`config.mk`:
```
export PLATFORM = sky130hd
export DESIGN_NAME = i2c_register_access_master
export DESIGN_NICKNAME = d
export VERILOG_FILES = /design/src/sv/i2cram_pkg.sv /design/src/sv/i2c_register_access_master.sv
export SDC_FILE = /design/constraint.sdc
export NUM_CORES = 1
export LEC_CHECK = 0
export BUFFER_PORTS_ARGS = -buffer_cell sky130_fd_sc_hd__buf_2
export CAP_MARGIN = 0
export CORE_ASPECT_RATIO = 1.2
export CORE_UTILIZATION = 58
export DETAILED_ROUTE_END_ITERATION = 10
export PLACE_DENSITY = 0.81
export SKIP_LAST_GASP = 1
export SLEW_MARGIN = 10
export SYNTH_ARGS = -nofsm -noshare
export SYNTH_HDL_FRONTEND = slang
export SYNTH_SLANG_ARGS = --single-unit
```
`constraint.sdc`:
```
create_clock -name clk -period 3.2 [get_ports clk]
set_input_delay 0.32 -clock clk [delete_from_list [all_inputs] [get_ports clk]]
set_output_delay 0.32 -clock clk [all_outputs]
set_load 0.02 [all_outputs]
```
`src/sv/i2cram_pkg.sv`:
```
// ----------------------------------------------------------------------------
// i2cram_pkg
// shared types and constants for the i2c register access master
// ----------------------------------------------------------------------------
package i2cram_pkg;

    localparam logic [7:0] ACK_WAIT_RESET = 8'd250;

    typedef enum logic [1:0] {
        ACT_TICK  = 2'd0,
        ACT_WRITE = 2'd1,
        ACT_READ  = 2'd2
    } action_t;

    typedef enum logic [4:0] {
        PH_IDLE         = 5'd0,
        PH_S_SETUP      = 5'd1,
        PH_S_FALL       = 5'd2,
        PH_S_HOLD       = 5'd3,
        PH_B0_DATA_LOW  = 5'd4,
        PH_B0_DATA_HIGH = 5'd5,
        PH_B0_ACK_LOW   = 5'd6,
        PH_B0_ACK_HIGH  = 5'd7,
        PH_B1_DATA_LOW  = 5'd8,
        PH_B1_DATA_HIGH = 5'd9,
        PH_B1_ACK_LOW   = 5'd10,
        PH_B1_ACK_HIGH  = 5'd11,
        PH_B2_DATA_LOW  = 5'd12,
        PH_B2_DATA_HIGH = 5'd13,
        PH_B2_ACK_LOW   = 5'd14,
        PH_B2_ACK_HIGH  = 5'd15,
        PH_B3_DATA_LOW  = 5'd16,
        PH_B3_DATA_HIGH = 5'd17,
        PH_B3_ACK_LOW   = 5'd18,
        PH_B3_ACK_HIGH  = 5'd19,
        PH_RS_PREP      = 5'd20,
        PH_RS_SETUP     = 5'd21,
        PH_RS_FALL      = 5'd22,
        PH_RS_HOLD      = 5'd23,
        PH_RD_LOW       = 5'd24,
        PH_RD_HIGH      = 5'd25,
        PH_NK_LOW       = 5'd26,
        PH_NK_HIGH      = 5'd27,
        PH_P_LOW        = 5'd28,
        PH_P_HIGH       = 5'd29,
        PH_P_DONE       = 5'd30
    } phase_t;

    // sub-step inside a byte slot, taken from the low phase bits
    localparam logic [1:0] SUB_DATA_LOW  = 2'd0;
    localparam logic [1:0] SUB_DATA_HIGH = 2'd1;
    localparam logic [1:0] SUB_ACK_LOW   = 2'd2;
    localparam logic [1:0] SUB_ACK_HIGH  = 2'd3;

    // byte slots: address+w, register, write data, address+r
    localparam logic [2:0] SLOT_ADDR_W = 3'd0;
    localparam logic [2:0] SLOT_REG    = 3'd1;
    localparam logic [2:0] SLOT_DATA   = 3'd2;

    typedef struct packed {
        logic [1:0] action;
        logic [6:0] target_addr;
        logic [7:0] target_reg;
        logic [7:0] write_data;
        logic       sda_in;
    } in_t;

    typedef struct packed {
        logic       scl_out;
        logic       sda_out;
        logic       sda_drive;
        logic       busy_res;
        logic       done_res;
        logic       nack_error;
        logic [7:0] read_data;
    } out_t;

endpackage

```
`src/sv/i2c_register_access_master.sv`:
```
// ----------------------------------------------------------------------------
// i2c_register_access_master
// Each input beat is one bus phase tick carrying the sampled SDA level; each
// accepted beat gives exactly one result beat with the SCL/SDA levels for that
// tick plus busy, done, nack_error and the last read byte. Action 1 starts a
// register write, action 2 a register read, both only from idle. The block
// takes one beat per clock cycle: the phase sequencer updates in a single
// pass and the result sits in one output register, so in_ready drops only
// while that register is full and out_ready is low. A missing acknowledge
// (more than ack_wait_limit high samples in an ack slot) ends the transfer
// with one stop and nack_error on the done beat.
// ----------------------------------------------------------------------------
module i2c_register_access_master (
    input  logic              clk,
    input  logic              rst_n,
    input  logic              in_valid,
    output logic              in_ready,
    input  i2cram_pkg::in_t   in_data,
    output logic              out_valid,
    input  logic              out_ready,
    output i2cram_pkg::out_t  out_data,
    input  logic              cfg_we,
    input  logic [7:0]        cfg_wdata
);

    i2cram_pkg::phase_t phase_reg, phase_next, eff_phase;
    logic [2:0] bit_count_reg, bit_count_next;
    logic [7:0] shift_byte_reg, shift_byte_next;
    logic [7:0] ack_wait_count_reg, ack_wait_count_next;
    logic [6:0] held_device_reg, held_device_next;
    logic [7:0] held_register_reg, held_register_next;
    logic [7:0] held_data_reg, held_data_next;
    logic       is_read_reg, is_read_next;
    logic [7:0] received_byte_reg, received_byte_next;
    logic       failed_reg, failed_next;
    logic [7:0] ack_limit_reg;

    logic             out_valid_reg;
    i2cram_pkg::out_t out_data_reg, result;

    logic       in_fire;
    logic       start_req;
    logic       in_slot;
    logic [2:0] slot;
    logic [1:0] sub;

    assign in_ready  = !out_valid_reg || out_ready;
    assign in_fire   = in_valid && in_ready;
    assign out_valid = out_valid_reg;
    assign out_data  = out_data_reg;

    assign start_req = (phase_reg == i2cram_pkg::PH_IDLE) &&
                       ((in_data.action == i2cram_pkg::ACT_WRITE) ||
                        (in_data.action == i2cram_pkg::ACT_READ));
    assign eff_phase = start_req ? i2cram_pkg::PH_S_SETUP : phase_reg;

    assign in_slot = (eff_phase >= i2cram_pkg::PH_B0_DATA_LOW) &&
                     (eff_phase <= i2cram_pkg::PH_B3_ACK_HIGH);
    assign slot    = 3'(eff_phase[4:2] - 3'd1);
    assign sub     = eff_phase[1:0];

    // next state
    always_comb
    begin
        phase_next          = eff_phase;
        bit_count_next      = start_req ? 3'd0 : bit_count_reg;
        shift_byte_next     = shift_byte_reg;
        ack_wait_count_next = start_req ? 8'd0 : ack_wait_count_reg;
        held_device_next    = start_req ? in_data.target_addr : held_device_reg;
        held_register_next  = start_req ? in_data.target_reg : held_register_reg;
        held_data_next      = start_req ? in_data.write_data : held_data_reg;
        is_read_next        = start_req ? (in_data.action == i2cram_pkg::ACT_READ)
                                        : is_read_reg;
        failed_next         = start_req ? 1'b0 : failed_reg;
        received_byte_next  = received_byte_reg;

        if (in_slot)
        begin
            case (sub)
                i2cram_pkg::SUB_DATA_LOW:
                begin
                    phase_next = i2cram_pkg::phase_t'(5'(eff_phase + 5'd1));
                end
                i2cram_pkg::SUB_DATA_HIGH:
                begin
                    shift_byte_next = {shift_byte_reg[6:0], 1'b0};
                    if (bit_count_reg == 3'd7)
                        phase_next = i2cram_pkg::phase_t'(5'(eff_phase + 5'd1));
                    else
                        phase_next = i2cram_pkg::phase_t'(5'(eff_phase - 5'd1));
                    bit_count_next = 3'(bit_count_reg + 3'd1);
                end
                i2cram_pkg::SUB_ACK_LOW:
                begin
                    ack_wait_count_next = 8'd0;
                    phase_next = i2cram_pkg::phase_t'(5'(eff_phase + 5'd1));
                end
                default:
                begin
                    if (!in_data.sda_in)
                    begin
                        case (slot)
                            i2cram_pkg::SLOT_ADDR_W:
                            begin
                                phase_next      = i2cram_pkg::PH_B1_DATA_LOW;
                                shift_byte_next = held_register_reg;
                                bit_count_next  = 3'd0;
                            end
                            i2cram_pkg::SLOT_REG:
                            begin
                                if (is_read_reg)
                                    phase_next = i2cram_pkg::PH_RS_PREP;
                                else
                                begin
                                    phase_next      = i2cram_pkg::PH_B2_DATA_LOW;
                                    shift_byte_next = held_data_reg;
                                    bit_count_next  = 3'd0;
                                end
                            end
                            i2cram_pkg::SLOT_DATA:
                            begin
                                phase_next = i2cram_pkg::PH_P_LOW;
                            end
                            default:
                            begin
                                phase_next      = i2cram_pkg::PH_RD_LOW;
                                bit_count_next  = 3'd0;
                                shift_byte_next = 8'd0;
                            end
                        endcase
                    end
                    else if (ack_wait_count_reg >= ack_limit_reg)
                    begin
                        failed_next = 1'b1;
                        phase_next  = i2cram_pkg::PH_P_LOW;
                    end
                    else
                    begin
                        ack_wait_count_next = 8'(ack_wait_count_reg + 8'd1);
                    end
                end
            endcase
        end
        else
        begin
            case (eff_phase)
                i2cram_pkg::PH_S_SETUP:  phase_next = i2cram_pkg::PH_S_FALL;
                i2cram_pkg::PH_S_FALL:   phase_next = i2cram_pkg::PH_S_HOLD;
                i2cram_pkg::PH_S_HOLD:
                begin
                    phase_next      = i2cram_pkg::PH_B0_DATA_LOW;
                    shift_byte_next = {held_device_reg, 1'b0};
                    bit_count_next  = 3'd0;
                end
                i2cram_pkg::PH_RS_PREP:  phase_next = i2cram_pkg::PH_RS_SETUP;
                i2cram_pkg::PH_RS_SETUP: phase_next = i2cram_pkg::PH_RS_FALL;
                i2cram_pkg::PH_RS_FALL:  phase_next = i2cram_pkg::PH_RS_HOLD;
                i2cram_pkg::PH_RS_HOLD:
                begin
                    phase_next      = i2cram_pkg::PH_B3_DATA_LOW;
                    shift_byte_next = {held_device_reg, 1'b1};
                    bit_count_next  = 3'd0;
                end
                i2cram_pkg::PH_RD_LOW:   phase_next = i2cram_pkg::PH_RD_HIGH;
                i2cram_pkg::PH_RD_HIGH:
                begin
                    shift_byte_next = {shift_byte_reg[6:0], in_data.sda_in};
                    if (bit_count_reg == 3'd7)
                    begin
                        received_byte_next = {shift_byte_reg[6:0], in_data.sda_in};
                        phase_next         = i2cram_pkg::PH_NK_LOW;
                    end
                    else
                        phase_next = i2cram_pkg::PH_RD_LOW;
                    bit_count_next = 3'(bit_count_reg + 3'd1);
                end
                i2cram_pkg::PH_NK_LOW:   phase_next = i2cram_pkg::PH_NK_HIGH;
                i2cram_pkg::PH_NK_HIGH:  phase_next = i2cram_pkg::PH_P_LOW;
                i2cram_pkg::PH_P_LOW:    phase_next = i2cram_pkg::PH_P_HIGH;
                i2cram_pkg::PH_P_HIGH:   phase_next = i2cram_pkg::PH_P_DONE;
                default:                 phase_next = i2cram_pkg::PH_IDLE;
            endcase
        end
    end

    // pin levels and status for this tick
    always_comb
    begin
        result            = '0;
        result.busy_res   = 1'b1;
        result.read_data  = received_byte_next;
        if (in_slot)
        begin
            case (sub)
                i2cram_pkg::SUB_DATA_LOW:
                begin
                    result.scl_out   = 1'b0;
                    result.sda_out   = shift_byte_reg[7];
                    result.sda_drive = 1'b1;
                end
                i2cram_pkg::SUB_DATA_HIGH:
                begin
                    result.scl_out   = 1'b1;
                    result.sda_out   = shift_byte_reg[7];
                    result.sda_drive = 1'b1;
                end
                i2cram_pkg::SUB_ACK_LOW:
                begin
                    result.scl_out   = 1'b0;
                    result.sda_out   = 1'b1;
                    result.sda_drive = 1'b0;
                end
                default:
                begin
                    result.scl_out   = 1'b1;
                    result.sda_out   = 1'b1;
                    result.sda_drive = 1'b0;
                end
            endcase
        end
        else
        begin
            case (eff_phase)
                i2cram_pkg::PH_S_SETUP, i2cram_pkg::PH_RS_SETUP, i2cram_pkg::PH_NK_HIGH:
                begin
                    result.scl_out   = 1'b1;
                    result.sda_out   = 1'b1;
                    result.sda_drive = 1'b1;
                end
                i2cram_pkg::PH_S_FALL, i2cram_pkg::PH_RS_FALL, i2cram_pkg::PH_P_HIGH:
                begin
                    result.scl_out   = 1'b1;
                    result.sda_out   = 1'b0;
                    result.sda_drive = 1'b1;
                end
                i2cram_pkg::PH_S_HOLD, i2cram_pkg::PH_RS_HOLD, i2cram_pkg::PH_P_LOW:
                begin
                    result.scl_out   = 1'b0;
                    result.sda_out   = 1'b0;
                    result.sda_drive = 1'b1;
                end
                i2cram_pkg::PH_RS_PREP, i2cram_pkg::PH_NK_LOW:
                begin
                    result.scl_out   = 1'b0;
                    result.sda_out   = 1'b1;
                    result.sda_drive = 1'b1;
                end
                i2cram_pkg::PH_RD_LOW:
                begin
                    result.scl_out   = 1'b0;
                    result.sda_out   = 1'b1;
                    result.sda_drive = 1'b0;
                end
                i2cram_pkg::PH_RD_HIGH:
                begin
                    result.scl_out   = 1'b1;
                    result.sda_out   = 1'b1;
                    result.sda_drive = 1'b0;
                end
                i2cram_pkg::PH_P_DONE:
                begin
                    result.scl_out    = 1'b1;
                    result.sda_out    = 1'b1;
                    result.sda_drive  = 1'b1;
                    result.done_res   = 1'b1;
                    result.nack_error = failed_reg;
                    result.busy_res   = 1'b0;
                end
                default:
                begin
                    // idle and unused codes: bus released
                    result.scl_out   = 1'b1;
                    result.sda_out   = 1'b1;
                    result.sda_drive = 1'b0;
                    result.busy_res  = 1'b0;
                end
            endcase
        end
    end

    always_ff @(posedge clk or negedge rst_n)
    begin
        if (!rst_n)
        begin
            phase_reg          <= i2cram_pkg::PH_IDLE;
            bit_count_reg      <= 3'd0;
            shift_byte_reg     <= 8'd0;
            ack_wait_count_reg <= 8'd0;
            held_device_reg    <= 7'd0;
            held_register_reg  <= 8'd0;
            held_data_reg      <= 8'd0;
            is_read_reg        <= 1'b0;
            received_byte_reg  <= 8'd0;
            failed_reg         <= 1'b0;
            ack_limit_reg      <= i2cram_pkg::ACK_WAIT_RESET;
            out_valid_reg      <= 1'b0;
        end
        else
        begin
            if (cfg_we)
                ack_limit_reg <= cfg_wdata;
            if (in_fire)
            begin
                phase_reg          <= phase_next;
                bit_count_reg      <= bit_count_next;
                shift_byte_reg     <= shift_byte_next;
                ack_wait_count_reg <= ack_wait_count_next;
                held_device_reg    <= held_device_next;
                held_register_reg  <= held_register_next;
                held_data_reg      <= held_data_next;
                is_read_reg        <= is_read_next;
                received_byte_reg  <= received_byte_next;
                failed_reg         <= failed_next;
            end
            if (in_fire)
                out_valid_reg <= 1'b1;
            else if (out_ready)
                out_valid_reg <= 1'b0;
        end
    end

    // result payload, no reset needed
    always_ff @(posedge clk)
    begin
        if (in_fire)
            out_data_reg <= result;
    end

endmodule

```
==> impl_metrics.json, run 1 <==
{
  "hold_viol": 0,
  "first_pass_iters": 5,
  "clockRootBuffer": "clkbuf_8",
  "share_seq_of_total_power_pct": 40.7,
  "drv_cap": 0,
  "place_ws_ns": 0.707,
  "clkLatencyLatePin_ns": 0.36,
  "min_period_ns": 2.54,
  "gr-total-overflow": 0,
  "rsz0062_at_grt": "no",
  "antenna_found_initial": 0,
  "critPathBufInv": 1,
  "clockPowerShare_pct": 17.3,
  "power.switching_w": 0.00174,
  "hp-class": "primary input to asynchronous set/reset pin",
  "path_clk_slew_ns": 0.10,
  "synth-seq-cells": 80,
  "track_usage_pct": 27.3,
  "vias_per_cell": 6.19,
  "die_h_um": 96.7,
  "core-area_um2": 7230,
  "dieArea_um2": 7820,
  "finalCritPeriodShare_pct": 79.3,
  "async_reset_ff_share_pct": 82.5,
  "critical_path.top_delay_family": "flip-flops",
  "cp-start-kind": "register",
  "worstPathMaxFanout": 21,
  "cts_resized": 0,
  "skew_ns": 0.0188,
  "ys.flop_type": "dfrtp_1",
  "vdd_ir_drop_max_mv": 0.530,
  "syn_inst": 425,
  "maxSlewHeadroom_pct": 45.6,
  "area_growth_pct": 12.3,
  "numPlacedInstances": 555,
  "pwr-share-comb_pct": 41.9,
  "antennaDiodeCount": 0,
  "drt_iter0_drc": 247,
  "num-fill-cells": 594,
  "grt_max_degree": 67,
  "setup_violations": 0,
  "leakage_nw": 2.15,
  "max_freq_ghz": 0.394,
  "cpMaxStageDelayCell": "dfrtp_1",
  "run_status": "finished clean",
  "hold_buffers": 0,
  "cts_tree": "yes",
  "end_kind": "register",
  "synth.distinct_cells": 65,
  "maxSlewViolCount": 0,
  "path_cells": "buf_4 > nor2b_1 > a22oi_1 > o21ai_0 > o221ai_1 > mux2i_1",
  "initial_utilization_pct": 59.9,
  "layout_setup_ws_ns": 0.663,
  "clockBufferDepth": 2,
  "syn-cell-area_um2": 4330,
  "die_x_um": 80.9,
  "layout.nets": 527,
  "cts_made_buffers": 9,
  "syn_area_per_cell_um2": 10.2,
  "postCtsSetupBuffers": 0,
  "num_rows": 34,
  "ys_seq_area_share_pct": 48.0,
  "drive_gt1_share_pct": 23.5,
  "fin_cells": 571,
  "h-tree-depth": 3,
  "drtAntennaViolNets": 0,
  "routed_wl_um": 9740,
  "dp_hpwl_um": 6990,
  "powerDensity_nw_per_um2": 845,
  "post_drt_wl_per_cell_um": 17.1,
  "path_class": "register to register",
  "synth_edf_count": 14,
  "worst_pin_slew_ns": 0.816,
  "largest_reg_flops": 14,
  "syn_nets": 476,
  "gp_congestion": 0.931,
  "grt_pass1_vias": 3392,
  "netSwitchingFraction_pct": 42.4,
  "cp.arrival_ns": 2.82,
  "yosys_warnings": 0,
  "clock_sinks": 80,
  "holdWs_ns": 0.130,
  "port_buffers": 54,
  "fin_setup_tns_ns": 0,
  "required_ns": 3.48,
  "grt_pass1_wl_um": 16400,
  "power.internal_w": 0.00237,
  "pin_count": 55,
  "critPathMaxStageDelay_ns": 0.75,
  "vias": 3535,
  "drc": 0
}
-- cell families after synthesis --
logic type	after synthesis	share of synthesized area, %
flip-flops	80	48.0
XOR/XNOR	1	0.202
adder cells (fa/ha/maj)	12	3.46
buffers and inverters	50	4.73
multiplexers	44	11.4
AO/OA/AOI/OAI	119	18.4
AND/OR/NAND/NOR	119	13.8
-- through the flow --
stage                     total power [W]  instance area (µm²)  utilization [%]
after floorplan                   0.00289                 4330                -
after global placement            0.00330                 4680             64.7
after detailed placement          0.00337                 4680             64.7
after CTS                         0.00409                 4870             67.3
after global routing              0.00440                 4870             67.3
final                             0.00411                 4870             67.3
-- power groups by stage --
stage | Sequential [W] | Clock [W] | Combinational [W]
after floorplan | 0.00155 | 0 | 0.00134
after global placement | 0.00167 | 0 | 0.00163
after detailed placement | 0.00168 | 0 | 0.00169
after CTS | 0.00166 | 0.000722 | 0.00170
after global routing | 0.00172 | 0.000765 | 0.00191
final | 0.00167 | 0.000713 | 0.00173
-- layer usage --
| layer | up-vias | part of all wire (%) | GRT usage [%] |
|---|---|---|---|
| met1 | 1716 | 42 | 36.3 |
| met5 | - | 0 | 0 |
| li1 | 1659 | - | - |
| met2 | 132 | 50 | 43.8 |
| met4 | 0 | 2.4 | 11.0 |
| met3 | 28 | 5.5 | 4.43 |
-- placed cells by master (no fill, tap or decap), drive strengths merged, types with 5 or more instances in the layout --
master	count
a31oi	8
inv	31
mux2	37
nor2b	6
ha	12
or3	8
o211ai	5
clkbuf	10
edfxtp	14
mux2i	7
nor3	9
dfstp	6
dfrtp	60
o221ai	6
o21ai	40
nand3	13
buf	63
nor2	17
nand2	43
a21oi	16
nand2b	7
a22oi	8
-- Yosys cell counts (6+ instances only) --
| library cell | number | area, µm² |
|---|---|---|
| a22oi_1 | 8 | 60.1 |
| nand2b_1 | 7 | 43.8 |
| nand2_1 | 40 | 150 |
| inv_1 | 27 | 101 |
| o21ai_0 | 39 | 195 |
| edfxtp_1 | 14 | 420 |
| mux2_1 | 21 | 236 |
| ha_1 | 12 | 150 |
| nor2b_1 | 6 | 37.5 |
| mux2i_1 | 7 | 70.1 |
| dfrtp_1 | 60 | 1500 |
| mux2_2 | 14 | 158 |
| a31oi_1 | 8 | 50.1 |
| or3_1 | 7 | 43.8 |
| nor2_1 | 16 | 60.1 |
| dfstp_2 | 6 | 158 |
| nor3_1 | 8 | 40.0 |
| o221ai_1 | 6 | 52.6 |
| a21oi_1 | 16 | 80.1 |
| clkbuf_1 | 15 | 56.3 |
| nand3_1 | 13 | 65.1 |
-- path summary, 6_finish.rpt --
kind	from	endpoint	slack [ns]	cells past startpoint
min in group clk	in_data[18]	held_device_reg[1]	0.16	2
max in group asynchronous	rst_n	phase_reg[1]	2.53	2
setup reg to reg	phase_reg[3]	shift_byte_reg[2]	0.66	6
hold / removal	rst_n	bit_count_reg[2]	0.13	2
hold reg to reg	received_byte_reg[7]	received_byte_reg[7]	0.50	1
setup / recovery	phase_reg[3]	shift_byte_reg[2]	0.66	6
-- layout make-up --
class | instances | area (µm²) | area share [%]
sequential | 80 | 2080 | 42.7
inverter | 27 | 101 | 2.08
clock buffer | 10 | 138 | 2.83
tap | 90 | 113 | 2.31
multi-input combinational | 295 | 2050 | 42.1
timing repair buffer | 63 | 338 | 6.94
clock inverter | 6 | 48.8 | 1.00
Note: power is estimated with default switching activity, not from simulation.
==> inputs of run 2 (changes only) <==
- CORE_UTILIZATION: 58 -> 52
- PLACE_DENSITY: 0.81 -> 0.77
- clock period: 3.2 -> 2.1 ns (I/O delays scaled with it)
==> run 2 against run 1 <==
Net effect: the run now ends with setup timing left; count of clock-buffer cells in the layout unchanged; non-clock buffer count up 44; utilization fell by 0.57 points; worst hold slack worse by 0.080 ns; critical path depth is the same; highest routed layer unchanged; die area is 11% higher; power is 71% higher; sequential power increased by 53%; first-iteration DRC count grew 29%; worst setup slack got worse by 0.76 ns.
==> impl_metrics.json, run 2 (synthesized netlist as in run 1, its figures left out) <==
{
  "leakage_nw": 2.39,
  "dr_wl_met2_um": 5520,
  "rsz0062_at_grt": "yes",
  "antenna_found_initial": 0,
  "drt_iter0_drc": 319,
  "layout_setup_ws_ns": -0.0954,
  "routed_wl_um": 11100,
  "design_area_um2": 5410,
  "path_clk_slew_ns": 0.08,
  "violations": "setup timing",
  "layout.nets": 572,
  "clockBufferDepth": 2,
  "clockPowerShare_pct": 16.3,
  "cts_tree": "yes",
  "first_pass_iters": 5,
  "gp_congestion": 0.910,
  "initial_utilization_pct": 53.5,
  "hold_end": "held_register_reg[4]",
  "finalCritPeriodShare_pct": 105,
  "fin_setup_tns_ns": -0.252,
  "placed_cell_area_um2": 5000,
  "worstPathMaxFanout": 6,
  "grt_max_degree": 31,
  "cp.arrival_ns": 2.48,
  "power.internal_w": 0.00413,
  "reg2reg_slack_ns": -0.1,
  "skew_ns": 0.00957,
  "clock_sinks": 80,
  "area_growth_pct": 24.8,
  "run_status": "finished with violations",
  "clockRootBuffer": "clkbuf_8",
  "wl_met1_um": 4560,
  "hold_viol": 0,
  "path_class": "register to register",
  "final_common_cell": "dfrtp_1",
  "min_from": "in_data[13]",
  "post_drt_wl_per_cell_um": 17.9,
  "drive_gt1_share_pct": 34.2,
  "powerDensity_nw_per_um2": 1300,
  "grt_pass1_wl_um": 18400,
  "worst_pin_slew_ns": 0.695,
  "r2r_end": "ack_wait_count_reg[2]",
  "antennaDiodeCount": 0,
  "vdd_ir_drop_max_mv": 0.608,
  "whs_path_depth": 2,
  "vias_per_cell": 6.18,
  "pin_count": 55,
  "h-tree-depth": 3,
  "share_seq_of_total_power_pct": 36.1,
  "r2r_start": "ack_wait_count_reg[2]",
  "netSwitchingFraction_pct": 41.3,
  "port_buffers": 54,
  "drv_cap": 0,
  "drtAntennaViolNets": 0,
  "vias": 3839,
  "maxSlewHeadroom_pct": 53.7,
  "num-fill-cells": 618,
  "end_kind": "register",
  "grt_pass1_vias": 3755,
  "max_freq_ghz": 0.455,
  "cts_made_buffers": 9,
  "final_cell_mix": "dfrtp_1 (57), buf_2 (54), buf_4 (49)",
  "gr-total-overflow": 0,
  "num_rows": 36,
  "dieArea_um2": 8710,
  "power.switching_w": 0.00291,
  "cp-start-kind": "register",
  "wl_met3_um": 557,
  "required_ns": 2.39,
  "pwr-share-comb_pct": 47.6,
  "maxSlewViolCount": 0,
  "track_usage_pct": 27.6,
  "clkLatencyLatePin_ns": 0.37,
  "dr.max_layer_used": "met4",
  "core-area_um2": 8110,
  "largest_reg_flops": 14,
  "reg2reg_depth": 6,
  "hp-class": "primary input to register",
  "die_h_um": 102,
  "min_period_ns": 2.20,
  "drc": 0,
  "die_x_um": 85.3,
  "setup_violations": 4,
  "dp_hpwl_um": 7690
}
[run 2: metal layers]
metal / vias to the layer above / global-route usage, %
met2: 171 / 47.8
li1: 1750 / -
met3: 46 / 5.09
met1: 1872 / 33.5
met5: - / 0
met4: 0 / 13.8
[run 2: repair_timing]
item / CTS / global route
endpoints found under the setup margin: 26 / 35
pin swaps: 5 / 16
buffers inserted: 0 / 5
hold endpoints to repair: 23 / 0
cloned: 1 / 0
hold buffers: 1 / 0
resized for setup: 21 / 14
[run 2: how the worst max path moves through the flow]
| stage | from | end |
|---|---|---|
| 2_1_floorplan | ack_limit_reg[5] | ack_wait_count_reg[4] |
| 3_3_place_gp | ack_limit_reg[5] | ack_wait_count_reg[2] |
| 3_5_place_dp | ack_limit_reg[5] | ack_wait_count_reg[5] |
| 4_1_cts | ack_limit_reg[6] | ack_wait_count_reg[5] |
| 5_1_grt | ack_limit_reg[5] | ack_wait_count_reg[5] |
| 6_report | ack_wait_count_reg[2] | ack_wait_count_reg[2] |
[run 2: metrics by stage]
stage	total power, W	worst slack (ns)	utilization (%)	hold slack (ns)	cells
2_1_floorplan	0.00443	0.00245	-	-0.0856	425
3_3_place_gp	0.00537	-0.182	61.6	0.283	598
3_5_place_dp	0.00550	-0.287	61.6	0.285	598
4_1_cts	0.00683	-0.0650	65.5	0.0366	616
5_1_grt	0.00750	-0.168	66.7	0.0429	621
6_report	0.00704	-0.0954	66.7	0.0506	621
[run 2: power by group through the flow]
stage / Sequential, W / Clock, W / Combinational (W)
after floorplan: 0.00236 / 0 / 0.00206
after global placement: 0.00249 / 0 / 0.00288
after detailed placement: 0.00252 / 0 / 0.00298
after CTS: 0.00252 / 0.00117 / 0.00314
after global routing: 0.00260 / 0.00122 / 0.00368
final: 0.00255 / 0.00115 / 0.00335
[run 2: critical path, cell delays in order (launching register included)]
cell      delay [ns]
dfrtp_1         0.39
ha_1            0.32
a211oi_2        0.25
o21ai_2         0.13
a211o_4         0.39
or4_1           0.52
o211ai_1        0.11
[run 2: layout make-up]
| cell class | instances | area (µm²) | area share [%] |
|---|---|---|---|
| clock buffers | 10 | 128 | 2.36 |
| clock inverters | 6 | 67.6 | 1.25 |
| inverters | 27 | 101 | 1.87 |
| multi-input cells | 296 | 2210 | 40.9 |
| flip-flops and latches | 80 | 2080 | 38.5 |
| well taps | 95 | 119 | 2.20 |
| repair buffers | 107 | 699 | 12.9 |
